==> src/hdl/twlc_pkg.sv <==
// Package for the two-way LRU write-back cache: default geometry, command and
// state codes, and the structs passed between the top level and the tag directory.
// No dependencies.
package twlc_pkg;

   localparam int SET_BITS_DEF    = 2;
   localparam int OFFSET_BITS_DEF = 2;
   localparam int TAG_BITS_DEF    = 3;
   localparam int DATA_BITS_DEF   = 8;

   // Fixed widths of transaction fields
   localparam int CMD_W   = 2;
   localparam int BLOCK_W = 5;
   localparam int FRAME_W = 3;

   typedef enum logic [CMD_W-1:0] {
      CMD_READ    = 2'd0,
      CMD_WRITE   = 2'd1,
      CMD_PRELOAD = 2'd2,
      CMD_NONE    = 2'd3
   } cmd_type;

   typedef enum logic [2:0] {
      ST_CLEAR,
      ST_IDLE,
      ST_LOOKUP,
      ST_WB,
      ST_FILL,
      ST_ACCESS,
      ST_RESP
   } state_type;

   // Lookup answer for the set under access
   typedef struct packed {
      logic hit;
      logic way;           // hit way, or victim way on a miss
      logic victim_dirty;  // miss and the victim must be written back
   } lookup_type;

   // Directory update for the set under access
   typedef struct packed {
      logic touch;         // mark way as most recently used
      logic fill;          // install tag, set valid, clear dirty
      logic mark_dirty;
      logic way;
   } dir_op_type;

endpackage

==> src/hdl/twlc_if.sv <==
// Channel interfaces of the two-way LRU write-back cache: request and response.
// Depends on twlc_pkg for the default geometry and the fixed field widths.
interface twlc_req_if #(
   parameter int ADDR_W = twlc_pkg::TAG_BITS_DEF + twlc_pkg::SET_BITS_DEF +
                          twlc_pkg::OFFSET_BITS_DEF,
   parameter int DATA_W = twlc_pkg::DATA_BITS_DEF
) ();
   logic                       valid;
   logic                       ready;
   logic [twlc_pkg::CMD_W-1:0] command;
   logic [ADDR_W-1:0]          address;
   logic [DATA_W-1:0]          write_data;

   modport source (output valid, command, address, write_data, input ready);
   modport sink   (input valid, command, address, write_data, output ready);
endinterface

interface twlc_rsp_if #(
   parameter int DATA_W = twlc_pkg::DATA_BITS_DEF
) ();
   logic                         valid;
   logic                         ready;
   logic [DATA_W-1:0]            read_data;
   logic                         hit;
   logic [twlc_pkg::BLOCK_W-1:0] block_number;
   logic [twlc_pkg::FRAME_W-1:0] cache_frame;
   logic                         wrote_back;

   modport source (output valid, read_data, hit, block_number, cache_frame, wrote_back,
                   input ready);
   modport sink   (input valid, read_data, hit, block_number, cache_frame, wrote_back,
                   output ready);
endinterface

==> src/hdl/two_way_lru_writeback_cache.sv <==
// Two-way set-associative write-back cache with LRU replacement and its own
// main memory. Depends on twlc_pkg, twlc_if (channels) and twlc_tag_dir.
//
// A request transaction is a read, a write through the cache, or a direct
// preload of one main-memory byte; each gives exactly one response transaction.
// Main memory and cache line data live in two synchronous memories with a
// registered read; tags, valid, dirty and LRU bits live in the tag directory.
// After reset the block sweeps all 2**(TAG_BITS+SET_BITS+OFFSET_BITS) bytes of
// main memory (128 by default) to zero, one byte per cycle, with req_ch.ready
// low. After that, an item occupies the block from acceptance to handing its
// result to the output register: a hit runs lookup and access; a miss also
// fills the line from main memory, after writing back a dirty victim; preload
// and the unused command go from lookup to the response directly. The line
// moves one byte per cycle through the single write port of each memory, which
// sets the miss cost. The response register holds a finished result while the
// next request is already accepted and worked on. A preload does not touch the
// cache, so a cached copy of that byte stays stale until it is replaced. The
// unused command changes nothing and returns an all-zero response.
module two_way_lru_writeback_cache #(
   parameter int SET_BITS    = twlc_pkg::SET_BITS_DEF,
   parameter int OFFSET_BITS = twlc_pkg::OFFSET_BITS_DEF,
   parameter int TAG_BITS    = twlc_pkg::TAG_BITS_DEF,
   parameter int DATA_BITS   = twlc_pkg::DATA_BITS_DEF
) (
   input  logic        clock,
   input  logic        reset,
   twlc_req_if.sink    req_ch,
   twlc_rsp_if.source  rsp_ch
);
   import twlc_pkg::*;

   localparam int ADDR_BITS = TAG_BITS + SET_BITS + OFFSET_BITS;
   localparam int MEM_SIZE  = 1 << ADDR_BITS;
   localparam int LM_AW     = SET_BITS + 1 + OFFSET_BITS;
   localparam int LM_DEPTH  = 1 << LM_AW;
   localparam int BLK_BITS  = TAG_BITS + SET_BITS;

   // ---------------------------------------------------------------------
   // Control and transaction registers
   // ---------------------------------------------------------------------
   state_type              state_ff, state_in;
   cmd_type                cmd_ff, cmd_in;
   logic [ADDR_BITS-1:0]   addr_ff, addr_in;
   logic [DATA_BITS-1:0]   wdata_ff, wdata_in;
   logic                   way_ff, way_in;
   logic                   hit_ff, hit_in;
   logic                   wb_ff, wb_in;
   logic [TAG_BITS-1:0]    vtag_ff, vtag_in;
   logic [OFFSET_BITS-1:0] k_ff, k_in;
   logic [DATA_BITS-1:0]   fill_byte_ff, fill_byte_in;
   logic                   use_fill_ff, use_fill_in;
   logic [ADDR_BITS-1:0]   clr_ff, clr_in;

   // Finished result waiting for the response register
   logic [DATA_BITS-1:0]   res_data_ff, res_data_in;
   logic                   res_hit_ff, res_hit_in;
   logic [BLOCK_W-1:0]     res_block_ff, res_block_in;
   logic [FRAME_W-1:0]     res_frame_ff, res_frame_in;
   logic                   res_wb_ff, res_wb_in;

   // Response register
   logic                   rsp_valid_ff, rsp_valid_in;
   logic [DATA_BITS-1:0]   rsp_data_ff, rsp_data_in;
   logic                   rsp_hit_ff, rsp_hit_in;
   logic [BLOCK_W-1:0]     rsp_block_ff, rsp_block_in;
   logic [FRAME_W-1:0]     rsp_frame_ff, rsp_frame_in;
   logic                   rsp_wb_ff, rsp_wb_in;

   // ---------------------------------------------------------------------
   // Address fields of the transaction in flight
   // ---------------------------------------------------------------------
   logic [OFFSET_BITS-1:0] off;
   logic [SET_BITS-1:0]    set_idx;
   logic [TAG_BITS-1:0]    tag;
   logic [BLK_BITS-1:0]    blk;
   logic [OFFSET_BITS-1:0] k_next;

   assign off     = addr_ff[OFFSET_BITS-1:0];
   assign set_idx = addr_ff[OFFSET_BITS +: SET_BITS];
   assign tag     = addr_ff[ADDR_BITS-1 -: TAG_BITS];
   assign blk     = addr_ff[ADDR_BITS-1:OFFSET_BITS];
   assign k_next  = k_ff + 1'b1;

   // ---------------------------------------------------------------------
   // Tag directory
   // ---------------------------------------------------------------------
   dir_op_type           dir_op;
   lookup_type           lookup;
   logic [TAG_BITS-1:0]  victim_tag;

   twlc_tag_dir #(
      .SET_BITS (SET_BITS),
      .TAG_BITS (TAG_BITS)
   ) u_tag_dir (
      .clock      (clock),
      .reset      (reset),
      .set_idx    (set_idx),
      .tag        (tag),
      .op         (dir_op),
      .lookup     (lookup),
      .victim_tag (victim_tag)
   );

   // ---------------------------------------------------------------------
   // Main memory: one write port, one registered read port
   // ---------------------------------------------------------------------
   logic [DATA_BITS-1:0] main_mem [MEM_SIZE];
   logic                 mm_we;
   logic [ADDR_BITS-1:0] mm_waddr, mm_raddr;
   logic [DATA_BITS-1:0] mm_wdata, mm_rdata_ff;

   always_ff @(posedge clock) begin
      if (mm_we) begin
         main_mem[mm_waddr] <= mm_wdata;
      end
      mm_rdata_ff <= main_mem[mm_raddr];
   end

   // ---------------------------------------------------------------------
   // Line data memory: address is {set, way, offset}
   // ---------------------------------------------------------------------
   logic [DATA_BITS-1:0] line_mem [LM_DEPTH];
   logic                 lm_we;
   logic [LM_AW-1:0]     lm_waddr, lm_raddr;
   logic [DATA_BITS-1:0] lm_wdata, lm_rdata_ff;

   always_ff @(posedge clock) begin
      if (lm_we) begin
         line_mem[lm_waddr] <= lm_wdata;
      end
      lm_rdata_ff <= line_mem[lm_raddr];
   end

   // Byte at the address before this access: from the fill on a miss,
   // from the line memory on a hit
   logic [DATA_BITS-1:0] old_byte;
   logic                 rsp_free;

   assign old_byte = use_fill_ff ? fill_byte_ff : lm_rdata_ff;
   assign rsp_free = !rsp_valid_ff || rsp_ch.ready;

   // ---------------------------------------------------------------------
   // Next state
   // ---------------------------------------------------------------------
   always_comb begin
      state_in = state_ff;
      case (state_ff)
         ST_CLEAR: begin
            if (clr_ff == '1) begin
               state_in = ST_IDLE;
            end
         end
         ST_IDLE: begin
            if (req_ch.valid) begin
               state_in = ST_LOOKUP;
            end
         end
         ST_LOOKUP: begin
            if (cmd_ff inside {CMD_PRELOAD, CMD_NONE}) begin
               state_in = ST_RESP;
            end else if (lookup.hit) begin
               state_in = ST_ACCESS;
            end else if (lookup.victim_dirty) begin
               state_in = ST_WB;
            end else begin
               state_in = ST_FILL;
            end
         end
         ST_WB: begin
            if (k_ff == '1) begin
               state_in = ST_FILL;
            end
         end
         ST_FILL: begin
            if (k_ff == '1) begin
               state_in = ST_ACCESS;
            end
         end
         ST_ACCESS: begin
            state_in = ST_RESP;
         end
         ST_RESP: begin
            if (rsp_free) begin
               state_in = ST_IDLE;
            end
         end
         default: begin
            state_in = ST_IDLE;
         end
      endcase
   end

   // ---------------------------------------------------------------------
   // Datapath control
   // ---------------------------------------------------------------------
   always_comb begin
      // hold by default
      cmd_in       = cmd_ff;
      addr_in      = addr_ff;
      wdata_in     = wdata_ff;
      way_in       = way_ff;
      hit_in       = hit_ff;
      wb_in        = wb_ff;
      vtag_in      = vtag_ff;
      k_in         = k_ff;
      fill_byte_in = fill_byte_ff;
      use_fill_in  = use_fill_ff;
      clr_in       = clr_ff;
      res_data_in  = res_data_ff;
      res_hit_in   = res_hit_ff;
      res_block_in = res_block_ff;
      res_frame_in = res_frame_ff;
      res_wb_in    = res_wb_ff;

      // drop the response once taken
      rsp_valid_in = rsp_valid_ff && !rsp_ch.ready;
      rsp_data_in  = rsp_data_ff;
      rsp_hit_in   = rsp_hit_ff;
      rsp_block_in = rsp_block_ff;
      rsp_frame_in = rsp_frame_ff;
      rsp_wb_in    = rsp_wb_ff;

      dir_op   = '0;
      mm_we    = 1'b0;
      mm_waddr = addr_ff;
      mm_wdata = wdata_ff;
      mm_raddr = {tag, set_idx, {OFFSET_BITS{1'b0}}};
      lm_we    = 1'b0;
      lm_waddr = {set_idx, way_ff, off};
      lm_wdata = wdata_ff;
      lm_raddr = {set_idx, way_ff, off};

      case (state_ff)
         ST_CLEAR: begin
            // zero main memory, one byte per cycle
            mm_we    = 1'b1;
            mm_waddr = clr_ff;
            mm_wdata = '0;
            clr_in   = clr_ff + 1'b1;
         end
         ST_IDLE: begin
            if (req_ch.valid) begin
               cmd_in   = cmd_type'(req_ch.command);
               addr_in  = req_ch.address;
               wdata_in = req_ch.write_data;
            end
         end
         ST_LOOKUP: begin
            case (cmd_ff)
               CMD_PRELOAD: begin
                  mm_we        = 1'b1;
                  res_data_in  = wdata_ff;
                  res_hit_in   = 1'b0;
                  res_block_in = BLOCK_W'(blk);
                  res_frame_in = '0;
                  res_wb_in    = 1'b0;
               end
               CMD_READ, CMD_WRITE: begin
                  dir_op.touch = 1'b1;
                  dir_op.fill  = !lookup.hit;
                  dir_op.way   = lookup.way;
                  way_in       = lookup.way;
                  hit_in       = lookup.hit;
                  wb_in        = lookup.victim_dirty;
                  vtag_in      = victim_tag;
                  use_fill_in  = !lookup.hit;
                  k_in         = '0;
                  // hit: fetch the byte; dirty miss: fetch the victim's first byte
                  if (lookup.hit) begin
                     lm_raddr = {set_idx, lookup.way, off};
                  end else begin
                     lm_raddr = {set_idx, lookup.way, {OFFSET_BITS{1'b0}}};
                  end
                  // clean miss: fetch the block's first byte
                  mm_raddr = {tag, set_idx, {OFFSET_BITS{1'b0}}};
               end
               default: begin
                  res_data_in  = '0;
                  res_hit_in   = 1'b0;
                  res_block_in = '0;
                  res_frame_in = '0;
                  res_wb_in    = 1'b0;
               end
            endcase
         end
         ST_WB: begin
            // write victim byte k back, fetch byte k+1
            mm_we    = 1'b1;
            mm_waddr = {vtag_ff, set_idx, k_ff};
            mm_wdata = lm_rdata_ff;
            lm_raddr = {set_idx, way_ff, k_next};
            mm_raddr = {tag, set_idx, {OFFSET_BITS{1'b0}}};
            k_in     = k_next;
         end
         ST_FILL: begin
            // install fetched byte k, fetch byte k+1
            lm_we    = 1'b1;
            lm_waddr = {set_idx, way_ff, k_ff};
            lm_wdata = mm_rdata_ff;
            mm_raddr = {tag, set_idx, k_next};
            if (k_ff == off) begin
               fill_byte_in = mm_rdata_ff;
            end
            k_in = k_next;
         end
         ST_ACCESS: begin
            // a write marks the line dirty only when the byte changes
            if (cmd_ff == CMD_WRITE && old_byte != wdata_ff) begin
               lm_we             = 1'b1;
               dir_op.mark_dirty = 1'b1;
               dir_op.way        = way_ff;
            end
            res_data_in  = (cmd_ff == CMD_WRITE) ? wdata_ff : old_byte;
            res_hit_in   = hit_ff;
            res_block_in = BLOCK_W'(blk);
            res_frame_in = FRAME_W'({set_idx, way_ff});
            res_wb_in    = wb_ff;
         end
         ST_RESP: begin
            if (rsp_free) begin
               rsp_valid_in = 1'b1;
               rsp_data_in  = res_data_ff;
               rsp_hit_in   = res_hit_ff;
               rsp_block_in = res_block_ff;
               rsp_frame_in = res_frame_ff;
               rsp_wb_in    = res_wb_ff;
            end
         end
         default: begin
         end
      endcase
   end

   assign req_ch.ready = (state_ff == ST_IDLE);

   assign rsp_ch.valid        = rsp_valid_ff;
   assign rsp_ch.read_data    = rsp_data_ff;
   assign rsp_ch.hit          = rsp_hit_ff;
   assign rsp_ch.block_number = rsp_block_ff;
   assign rsp_ch.cache_frame  = rsp_frame_ff;
   assign rsp_ch.wrote_back   = rsp_wb_ff;

   // ---------------------------------------------------------------------
   // Registers
   // ---------------------------------------------------------------------
   always_ff @(posedge clock) begin
      if (reset) begin
         state_ff     <= ST_CLEAR;
         clr_ff       <= '0;
         rsp_valid_ff <= 1'b0;
      end else begin
         state_ff     <= state_in;
         clr_ff       <= clr_in;
         rsp_valid_ff <= rsp_valid_in;
      end
   end

   always_ff @(posedge clock) begin
      cmd_ff       <= cmd_in;
      addr_ff      <= addr_in;
      wdata_ff     <= wdata_in;
      way_ff       <= way_in;
      hit_ff       <= hit_in;
      wb_ff        <= wb_in;
      vtag_ff      <= vtag_in;
      k_ff         <= k_in;
      fill_byte_ff <= fill_byte_in;
      use_fill_ff  <= use_fill_in;
      res_data_ff  <= res_data_in;
      res_hit_ff   <= res_hit_in;
      res_block_ff <= res_block_in;
      res_frame_ff <= res_frame_in;
      res_wb_ff    <= res_wb_in;
      rsp_data_ff  <= rsp_data_in;
      rsp_hit_ff   <= rsp_hit_in;
      rsp_block_ff <= rsp_block_in;
      rsp_frame_ff <= rsp_frame_in;
      rsp_wb_ff    <= rsp_wb_in;
   end

endmodule

==> src/hdl/twlc_tag_dir.sv <==
// Tag directory of the two-way cache: tags, valid, dirty and LRU bits per set.
// Depends on twlc_pkg.
module twlc_tag_dir #(
   parameter int SET_BITS = twlc_pkg::SET_BITS_DEF,
   parameter int TAG_BITS = twlc_pkg::TAG_BITS_DEF
) (
   input  logic                 clock,
   input  logic                 reset,
   input  logic [SET_BITS-1:0]  set_idx,
   input  logic [TAG_BITS-1:0]  tag,
   input  twlc_pkg::dir_op_type op,
   output twlc_pkg::lookup_type lookup,
   output logic [TAG_BITS-1:0]  victim_tag
);
   import twlc_pkg::*;

   localparam int NUM_SETS  = 1 << SET_BITS;
   localparam int NUM_LINES = 2 * NUM_SETS;

   // One row per set holds both ways' tags: {way1, way0}
   logic [2*TAG_BITS-1:0] tag_row [NUM_SETS];

   logic [NUM_LINES-1:0] valid_ff, valid_in;
   logic [NUM_LINES-1:0] dirty_ff, dirty_in;
   logic [NUM_SETS-1:0]  mru0_ff, mru0_in;   // way 0 was used last in this set

   logic [2*TAG_BITS-1:0] row;
   logic [TAG_BITS-1:0]   tag0, tag1;
   logic [SET_BITS:0]     f0, f1, fv, fu;
   logic                  hit0, hit1, vway;

   always_comb begin
      row  = tag_row[set_idx];
      tag0 = row[TAG_BITS-1:0];
      tag1 = row[2*TAG_BITS-1:TAG_BITS];
      f0   = {set_idx, 1'b0};
      f1   = {set_idx, 1'b1};
      hit0 = valid_ff[f0] && (tag0 == tag);
      hit1 = valid_ff[f1] && (tag1 == tag);
      // Victim is way 0 unless way 0 was used last
      vway = mru0_ff[set_idx];
      fv   = {set_idx, vway};
      fu   = {set_idx, op.way};

      lookup.hit          = hit0 | hit1;
      lookup.way          = hit0 ? 1'b0 : (hit1 ? 1'b1 : vway);
      lookup.victim_dirty = !(hit0 | hit1) && valid_ff[fv] && dirty_ff[fv];
      victim_tag          = vway ? tag1 : tag0;
   end

   always_comb begin
      valid_in = valid_ff;
      dirty_in = dirty_ff;
      mru0_in  = mru0_ff;
      if (op.touch) begin
         mru0_in[set_idx] = ~op.way;
      end
      if (op.fill) begin
         valid_in[fu] = 1'b1;
         dirty_in[fu] = 1'b0;
      end
      if (op.mark_dirty) begin
         dirty_in[fu] = 1'b1;
      end
   end

   always_ff @(posedge clock) begin
      if (op.fill) begin
         if (op.way) begin
            tag_row[set_idx] <= {tag, tag0};
         end else begin
            tag_row[set_idx] <= {tag1, tag};
         end
      end
   end

   always_ff @(posedge clock) begin
      if (reset) begin
         valid_ff <= '0;
         dirty_ff <= '0;
         mru0_ff  <= '0;
      end else begin
         valid_ff <= valid_in;
         dirty_ff <= dirty_in;
         mru0_ff  <= mru0_in;
      end
   end

endmodule
==> src/flat_wrapper.sv <==
// flat-port wrapper written by rule: the top's interface ports become plain ports
module two_way_lru_writeback_cache_flat import twlc_pkg::*;
#(
   parameter int SET_BITS    = twlc_pkg::SET_BITS_DEF,
   parameter int OFFSET_BITS = twlc_pkg::OFFSET_BITS_DEF,
   parameter int TAG_BITS    = twlc_pkg::TAG_BITS_DEF,
   parameter int DATA_BITS   = twlc_pkg::DATA_BITS_DEF
)
  (clock, reset, req_ch_valid, req_ch_command, req_ch_address, req_ch_write_data, req_ch_ready, rsp_ch_valid, rsp_ch_read_data, rsp_ch_hit, rsp_ch_block_number, rsp_ch_cache_frame, rsp_ch_wrote_back, rsp_ch_ready);
  twlc_req_if req_ch_i ();
  twlc_rsp_if rsp_ch_i ();
  input  logic clock;
  input  logic reset;
  input wire logic [$bits(req_ch_i.valid)-1:0] req_ch_valid;
  input wire logic [$bits(req_ch_i.command)-1:0] req_ch_command;
  input wire logic [$bits(req_ch_i.address)-1:0] req_ch_address;
  input wire logic [$bits(req_ch_i.write_data)-1:0] req_ch_write_data;
  output wire logic [$bits(req_ch_i.ready)-1:0] req_ch_ready;
  output wire logic [$bits(rsp_ch_i.valid)-1:0] rsp_ch_valid;
  output wire logic [$bits(rsp_ch_i.read_data)-1:0] rsp_ch_read_data;
  output wire logic [$bits(rsp_ch_i.hit)-1:0] rsp_ch_hit;
  output wire logic [$bits(rsp_ch_i.block_number)-1:0] rsp_ch_block_number;
  output wire logic [$bits(rsp_ch_i.cache_frame)-1:0] rsp_ch_cache_frame;
  output wire logic [$bits(rsp_ch_i.wrote_back)-1:0] rsp_ch_wrote_back;
  input wire logic [$bits(rsp_ch_i.ready)-1:0] rsp_ch_ready;
  assign req_ch_i.valid = req_ch_valid;
  assign req_ch_i.command = req_ch_command;
  assign req_ch_i.address = req_ch_address;
  assign req_ch_i.write_data = req_ch_write_data;
  assign req_ch_ready = req_ch_i.ready;
  assign rsp_ch_valid = rsp_ch_i.valid;
  assign rsp_ch_read_data = rsp_ch_i.read_data;
  assign rsp_ch_hit = rsp_ch_i.hit;
  assign rsp_ch_block_number = rsp_ch_i.block_number;
  assign rsp_ch_cache_frame = rsp_ch_i.cache_frame;
  assign rsp_ch_wrote_back = rsp_ch_i.wrote_back;
  assign rsp_ch_i.ready = rsp_ch_ready;
  two_way_lru_writeback_cache #(.SET_BITS(SET_BITS), .OFFSET_BITS(OFFSET_BITS), .TAG_BITS(TAG_BITS), .DATA_BITS(DATA_BITS)) u_core (.clock(clock), .reset(reset), .req_ch(req_ch_i), .rsp_ch(rsp_ch_i));
endmodule
==> config.mk <==
export PLATFORM = sky130hd
export DESIGN_NAME = two_way_lru_writeback_cache_flat
export DESIGN_NICKNAME = d
export VERILOG_FILES = /design/src/hdl/twlc_pkg.sv /design/src/hdl/twlc_if.sv /design/src/hdl/two_way_lru_writeback_cache.sv /design/src/hdl/twlc_tag_dir.sv /design/src/flat_wrapper.sv
export SDC_FILE = /design/constraint.sdc
export NUM_CORES = 2
export LEC_CHECK = 0
export CAP_MARGIN = 20
export CORE_ASPECT_RATIO = 1.1
export CORE_MARGIN = 10
export CORE_UTILIZATION = 40
export CTS_CLUSTER_DIAMETER = 30
export DETAILED_ROUTE_END_ITERATION = 7
export DONT_BUFFER_PORTS = 1
export PLACE_DENSITY = 0.64
export SLEW_MARGIN = 20
export SYNTH_ARGS = -nofsm -noshare
export SYNTH_HDL_FRONTEND = slang
export SYNTH_SLANG_ARGS = --single-unit
==> constraint.sdc <==
create_clock -name clock -period 7 [get_ports clock]
set_input_delay 1.05 -clock clock [delete_from_list [all_inputs] [get_ports clock]]
set_output_delay 1.05 -clock clock [all_outputs]
set_load 0.02 [all_outputs]
# Word level (Yosys, flattened, before mapping)
# Memory sizes are Yosys's and may differ from the RTL's. A register that Yosys moved wholly into a read port is not among the register bits.
# Cells that the tools add are included.
# classes
order_cmp	7
addsub	2
reduce_logical	27
muxes	74
bitwise_logic	7
n_eq_ne	22
# ops
operator	count
case mux 8 bit (2 select lines)	3
2-to-1 mux 8 bit	5
2-to-1 mux 3 bit	11
2-to-1 mux 1 bit	26
case mux 3 bit (7 select lines)	1
case mux 5 bit (2 select lines)	2
less-than comparator 3 x 4 -> 1 bit, second input constant	4
2-to-1 mux 2 bit	8
bitwise OR 8 bit	2
case mux 7 bit (2 select lines)	1
case mux 3 bit (2 select lines)	2
AND reduction 2 bit	6
case mux 1 bit (2 select lines)	5
== test 3 bit, second input constant	3
bitwise AND 8 bit	1
logical AND 1 bit	8
!= test 2 x 1 -> 1 bit, second input constant	4
!= test 8 bit	1
NOT 8 bit	1
adder 7 x 1 -> 7 bit, second input constant	1
== test 7 bit, second input constant	1
binary-select mux 1 bit (select 2 bit)	3
binary-select mux 1 bit (select 3 bit)	2
== test 2 bit, second input constant	3
other kinds (24)	35
# totals
ramBits	1304
word_cells	168
in_bits	21
ff_bits	101
n_memories	3
# memory_table
memory	words	width	read_ports	rd_clocked_by_memory_dff	wr	line_no	text
u_core.main_mem	128	8	1	1	1	two_way_lru_writeback_cache.sv:107	logic [DATA_BITS-1:0] main_mem [MEM_SIZE];
u_core.line_mem	32	8	1	1	1	two_way_lru_writeback_cache.sv:122	logic [DATA_BITS-1:0] line_mem [LM_DEPTH];
u_core.u_tag_dir.tag_row	4	6	1	1	1	twlc_tag_dir.sv:21	logic [2*TAG_BITS-1:0] tag_row [NUM_SETS];

# Longest topological paths before layout
# logic_depth
word_depth	16
depth_mapped	13

# By module
# Synthesis repeated with hierarchy kept, for this count alone.
# unflattened
cells_unflattened	3748
hier_area_um2	56606.8
# modules_own_cells
mod	area_per_inst_um2	seq_area_each_um2	cells_per_inst	instances
two_way_lru_writeback_cache	54536.1	41079.4	3575	1
twlc_tag_dir	2070.7	1121.1	173	1

# Worst setup path after synthesis
# No wires, ideal clock.
# synth_timing
kind	register to register
startpoint	register u_core.state_ff[1]
endpoint	memory u_core.main_mem[0][0] in the netlist's numbering (data pin)
n_path_buf	3
period_less_slack_ns	3.676
slack_ns	3.324
required_ns	6.468
path_stages_with_launch	7
arrival_ns	3.144
setup_time_ns	0.532
cell_sequence	dfxtp_1 > clkbuf_1 > and3b_1 > clkbuf_1 > nor2_1 > clkbuf_1 > a22o_1
# synth_between
elab_chain_cells	2
elab_cells_between_ends	3
classes_between	eq/ne (1); mux (1); reduce/logical (1)
# synth_rtl
item	line_no	text
from (decl)	two_way_lru_writeback_cache.sv:41	state_type state_ff, state_in;
from (signal assigned)	two_way_lru_writeback_cache.sv:352	state_ff <= state_in;
== test 3 x 2 -> 1 bit or logical NOT 3 bit (tied branches)	two_way_lru_writeback_cache.sv:233	case (state_ff)
case mux 8 bit (2 select lines) (*)	two_way_lru_writeback_cache.sv:233	
named net u_core.mm_wdata[0]	two_way_lru_writeback_cache.sv:110	logic [DATA_BITS-1:0] mm_wdata, mm_rdata_ff;
to (decl)	two_way_lru_writeback_cache.sv:107	
# The timed path passes the listed nets; every way through them passes the cells marked *.

# Worst setup path after layout
# layout_timing
startpoint	register u_core.state_ff[2]
endpoint	register u_core.mm_rdata_ff[0], read port of u_core.main_mem
# layout_between
elab_chain_cells	2
# layout_rtl
item	line_no
== test 3 bit	two_way_lru_writeback_cache.sv:233
2-to-1 mux 2 bit	--
to (decl)	two_way_lru_writeback_cache.sv:110
# No other way between the ends.
# A chain may end at the register's enable or synchronous reset.

==> parameters.txt <==
Parameter                              Value

Place
  DP Worst Slack ... 2.12 ns
  IO buf count ... 0
  Final weighted congestion in routability-driven placement ... 0.817
  Placed wire-length estimate ... 89,900 um

Global routing
  Global-route wire length before repair ... 234,000 um
  Tot GR Track Use ... 18.5%
  Vias in the first global route ... 35,400
  Remaining global-route overflow ... 0
  Antenna violations before repair ... 7
  Pin count of the biggest net entering global routing ... 238

Clock network
  Buffers from clock root to sink, at most ... 3
  Number of levels the H-tree was split into ... 4
  Clock Root Buffer ... sky130_fd_sc_hd__clkbuf_16
  CTS sink count ... 1,423
  CTS Hold Bufs ... 0
  Number of clock buffers inserted by TritonCTS ... 222
  Number of setup buffers added after CTS ... 0
  Latest clock arrival within the worst-skew pair ... 0.84 ns
  Quantity of gates resized following cts ... 0
  CTS clk-pin slew, worst paths ... 0.06 ns
  TritonCTS clock tree ... built

Synth
  Netlist area before placement ... 0.0599 sq mm
  Cell with the most instances after synthesis ... sky130_fd_sc_hd__edfxtp_1
  Synthesized Nets ... 4,197
  Total of flip-flops plus latches after synthesis ... 1,423
  Primary FF master, synth ... sky130_fd_sc_hd__edfxtp_1
  Number of synthesized flops with an enable pin ... 1,374
  Mean area per synthesized cell ... 14.4 sq um
  Post-synthesis sequential area ratio ... 70.5%
  FFs w/ async S/R, synth ... 0%
  Cell taking the most area after synthesis ... sky130_fd_sc_hd__edfxtp_1
  Commonest cells in the synthesized netlist ... 1,374 x sky130_fd_sc_hd__edfxtp_1, 709 x sky130_fd_sc_hd__nor2_1, 368 x sky130_fd_sc_hd__mux2i_1, 360 x sky130_fd_sc_hd__nand2_1, 282 x sky130_fd_sc_hd__o21ai_0
  Most area-consuming cells after synthesis ... sky130_fd_sc_hd__edfxtp_1 69%, sky130_fd_sc_hd__mux2i_1 6.1%, sky130_fd_sc_hd__nor2_1 4.4%
  Synth cell types ... 65
  Share of the synthesized area in the top cell type ... 68.9%
  Ys Warns ... 0
  Post-Syn Instances ... 4,172

STA
  Setup violation total in the final timing report ... 0
  Slew of the pin with the lowest slew margin ... 1.18 ns
  Final Slew Violations ... 0
  Min Hold Slack ... 0.308 ns
  Setup ws final ... 2.09 ns
  Final critical-path required period ... 4.91 ns
  F_max ... 0.204 GHz
  Max-slew headroom at the worst pin ... 20.9%
  Ratio of final minimum period to clock period ... 70.2%
  Number of hold violations in the final report ... 0
  Aggregate negative setup slack ... 0 ns
  Clk_skew ... 0.0329 ns
  Unrepaired setup endpoints after global routing ... false

Setup path
  Crit path DAT ... 5.63 ns
  Worst EP required ... 7.72 ns
  Type of destination of the critical path ... register
  Startpoint type of the worst setup path ... register
  Worst Path Class, Setup ... register to register
  Critical path peak fanout ... 41

Route
  Vias per Instance ... 5.80
  Initial DRC Count ... 3,979
  Detailed-routing iteration count for the pre-antenna-repair pass ... 5
  Number of routed nets with antenna violations ... 0
  Post-detailed-route wirelength per cell ... 24.8 um
  Via total after detailed routing ... 36,700
  DRC violations left ... 0
  Final WL ... 157,000 um

Floorplan
  Standard-cell rows ... 148
  I/O Pins ... 41
  Die H ... 426 um
  Total die area ... 0.166 sq mm
  Area of the placeable core ... 0.148 sq mm
  Initial Util ... 40.4%
  Die Wd ... 389 um

Run
  Max-cap violations ... 0

Pwr
  Power per Cell Area ... 295 mW/mm^2
  Largest vdd supply drop ... 0.000242 V
  Lkg Pwr ... 23.6 nW

Layout
  Fraction of final layout cells sized beyond drive strength 1 ... 15.0%
  Number of nets in the finished design ... 4,203
  Post-route core utilization ... 47.1%
  Area growth from synthesis to final layout ... 16.5%

Status
  Run status ... finished clean

Min path
  Type of the tightest min-delay check ... input port to register
## metrics by stage
| step | instances | cell area, sq um | power (W) |
|---|---|---|---|
| floorplan | 4172 | 59900 | 0.00944 |
| global placement | 5903 | 62000 | 0.00948 |
| detailed placement | 5903 | 62000 | 0.00948 |
| CTS | 6322 | 69800 | 0.0207 |
| global route | 6327 | 69800 | 0.0211 |
| finish | 6328 | 69800 | 0.0206 |
## report_power, final
part / switching, W / internal (W) / leakage, nW
logic: 0.0000681 / 0.0000174 / 7.49
registers: 0.00000717 / 0.00922 / 12.4
clock network: 0.00419 / 0.00708 / 3.74
total: 0.00427 / 0.0163 / 23.6
## worst max-delay path: stages (launching register included)
cell	delay, ns
sky130_fd_sc_hd__dfxtp_1	0.67
sky130_fd_sc_hd__inv_1	0.29
sky130_fd_sc_hd__nor3_2	0.52
sky130_fd_sc_hd__nand2_4	0.58
sky130_fd_sc_hd__buf_4	0.56
sky130_fd_sc_hd__buf_4	0.40
sky130_fd_sc_hd__mux2i_1	0.24
sky130_fd_sc_hd__a221oi_1	0.10
sky130_fd_sc_hd__mux4_2	0.56
sky130_fd_sc_hd__mux4_2	0.55
sky130_fd_sc_hd__mux2_2	0.28
## cell type report
cell class,instances,area [sq um]
clock inverters,179,2140
flip-flops and latches,1423,42200
inverters,14,55.1
multi-input cells,2446,16600
repair buffers,71,644
fillers,12400,78500
diodes,5,12.5
clock buffers,240,5680
well taps,1950,2440
## cell usage in the layout, fill, tap and decap left out, types with 8 or more instances in the layout
cell                         synthesis  final
sky130_fd_sc_hd__nor2_1            709    706
sky130_fd_sc_hd__and3_1             23     23
sky130_fd_sc_hd__buf_4               1     60
sky130_fd_sc_hd__dfxtp_1            49     49
sky130_fd_sc_hd__and2_1              8      8
sky130_fd_sc_hd__xnor2_1            16     16
sky130_fd_sc_hd__nand2_1           360    357
sky130_fd_sc_hd__mux2i_1           368    368
sky130_fd_sc_hd__o21a_1             11     11
sky130_fd_sc_hd__a32oi_1             8      8
sky130_fd_sc_hd__inv_6               0     26
sky130_fd_sc_hd__clkbuf_1          237     13
sky130_fd_sc_hd__a221oi_1          259    259
sky130_fd_sc_hd__nand3_1            24     21
sky130_fd_sc_hd__inv_1              12     12
sky130_fd_sc_hd__clkinv_1            1     14
sky130_fd_sc_hd__o21ai_0           282    282
sky130_fd_sc_hd__inv_8               0      8
sky130_fd_sc_hd__a31oi_1            11     10
sky130_fd_sc_hd__a22o_4              0      8
sky130_fd_sc_hd__a211oi_1           40     39
sky130_fd_sc_hd__clkinv_4            0     25
sky130_fd_sc_hd__bufinv_16           0     30
sky130_fd_sc_hd__nor2b_1            21     21
sky130_fd_sc_hd__mux2_2             46     46
sky130_fd_sc_hd__clkbuf_16           0    223
sky130_fd_sc_hd__o2bb2ai_1           8      8
sky130_fd_sc_hd__a21oi_1            47     47
sky130_fd_sc_hd__edfxtp_1         1374   1374
sky130_fd_sc_hd__buf_12              2      8
sky130_fd_sc_hd__o221ai_1            8      8
sky130_fd_sc_hd__mux4_2             98     98
sky130_fd_sc_hd__clkinv_2            0     34
sky130_fd_sc_hd__clkinvlp_4          0     32
sky130_fd_sc_hd__o211ai_1            8      8
sky130_fd_sc_hd__a311o_1             8      8
## path summary, 6_finish.rpt
path	endpoint	depth (start not counted)	start	slack [ns]
setup reg to reg	u_core.mm_rdata_ff[0]	10	u_core.state_ff[2]	2.09
hold reg to reg	u_core.rsp_ch.block_number[3]	0	u_core.res_block_ff[3]	0.41
setup / recovery	u_core.mm_rdata_ff[0]	10	u_core.state_ff[2]	2.09
hold / removal	u_core.u_tag_dir.dirty_ff[0]	1	reset	0.31
## layer usage
| layer | share of wire (%) | vias to the layer above | track usage [%] |
|---|---|---|---|
| met1 | 40 | 18500 | 24.6 |
| met5 | 0.0083 | - | 0 |
| met3 | 8.9 | 307 | 4.29 |
| li1 | - | 16100 | - |
| met2 | 47 | 1768 | 29.4 |
| met4 | 3.6 | 2 | 7.10 |
## flip-flops by register name, indices dropped and copies added (netlist names), 5 cells and up, named ones only
signal,cells
u_core.u_tag_dir.valid_ff,8
u_core.rsp_ch.read_data,8
u_core.u_tag_dir.tag_row,24
u_core.line_mem,256
u_core.u_tag_dir.dirty_ff,8
u_core.fill_byte_ff,8
u_core.addr_ff,7
u_core.rsp_ch.block_number,5
u_core.mm_rdata_ff,8
u_core.main_mem,1024
u_core.lm_rdata_ff,8
u_core.clr_ff,7
u_core.res_data_ff,8
u_core.wdata_ff,8
u_core.res_block_ff,5
## cell families after synthesis
logic type | count (synthesis) | synth area share (%)
simple gates | 1182 | 7.87
compound gates | 726 | 8.44
flops | 1423 | 70.5
buf+inv | 303 | 2.08
fa+ha+maj | 4 | 0.0835
mux | 512 | 10.7
xor+xnor | 22 | 0.334
(Power assumes the default switching activity.)
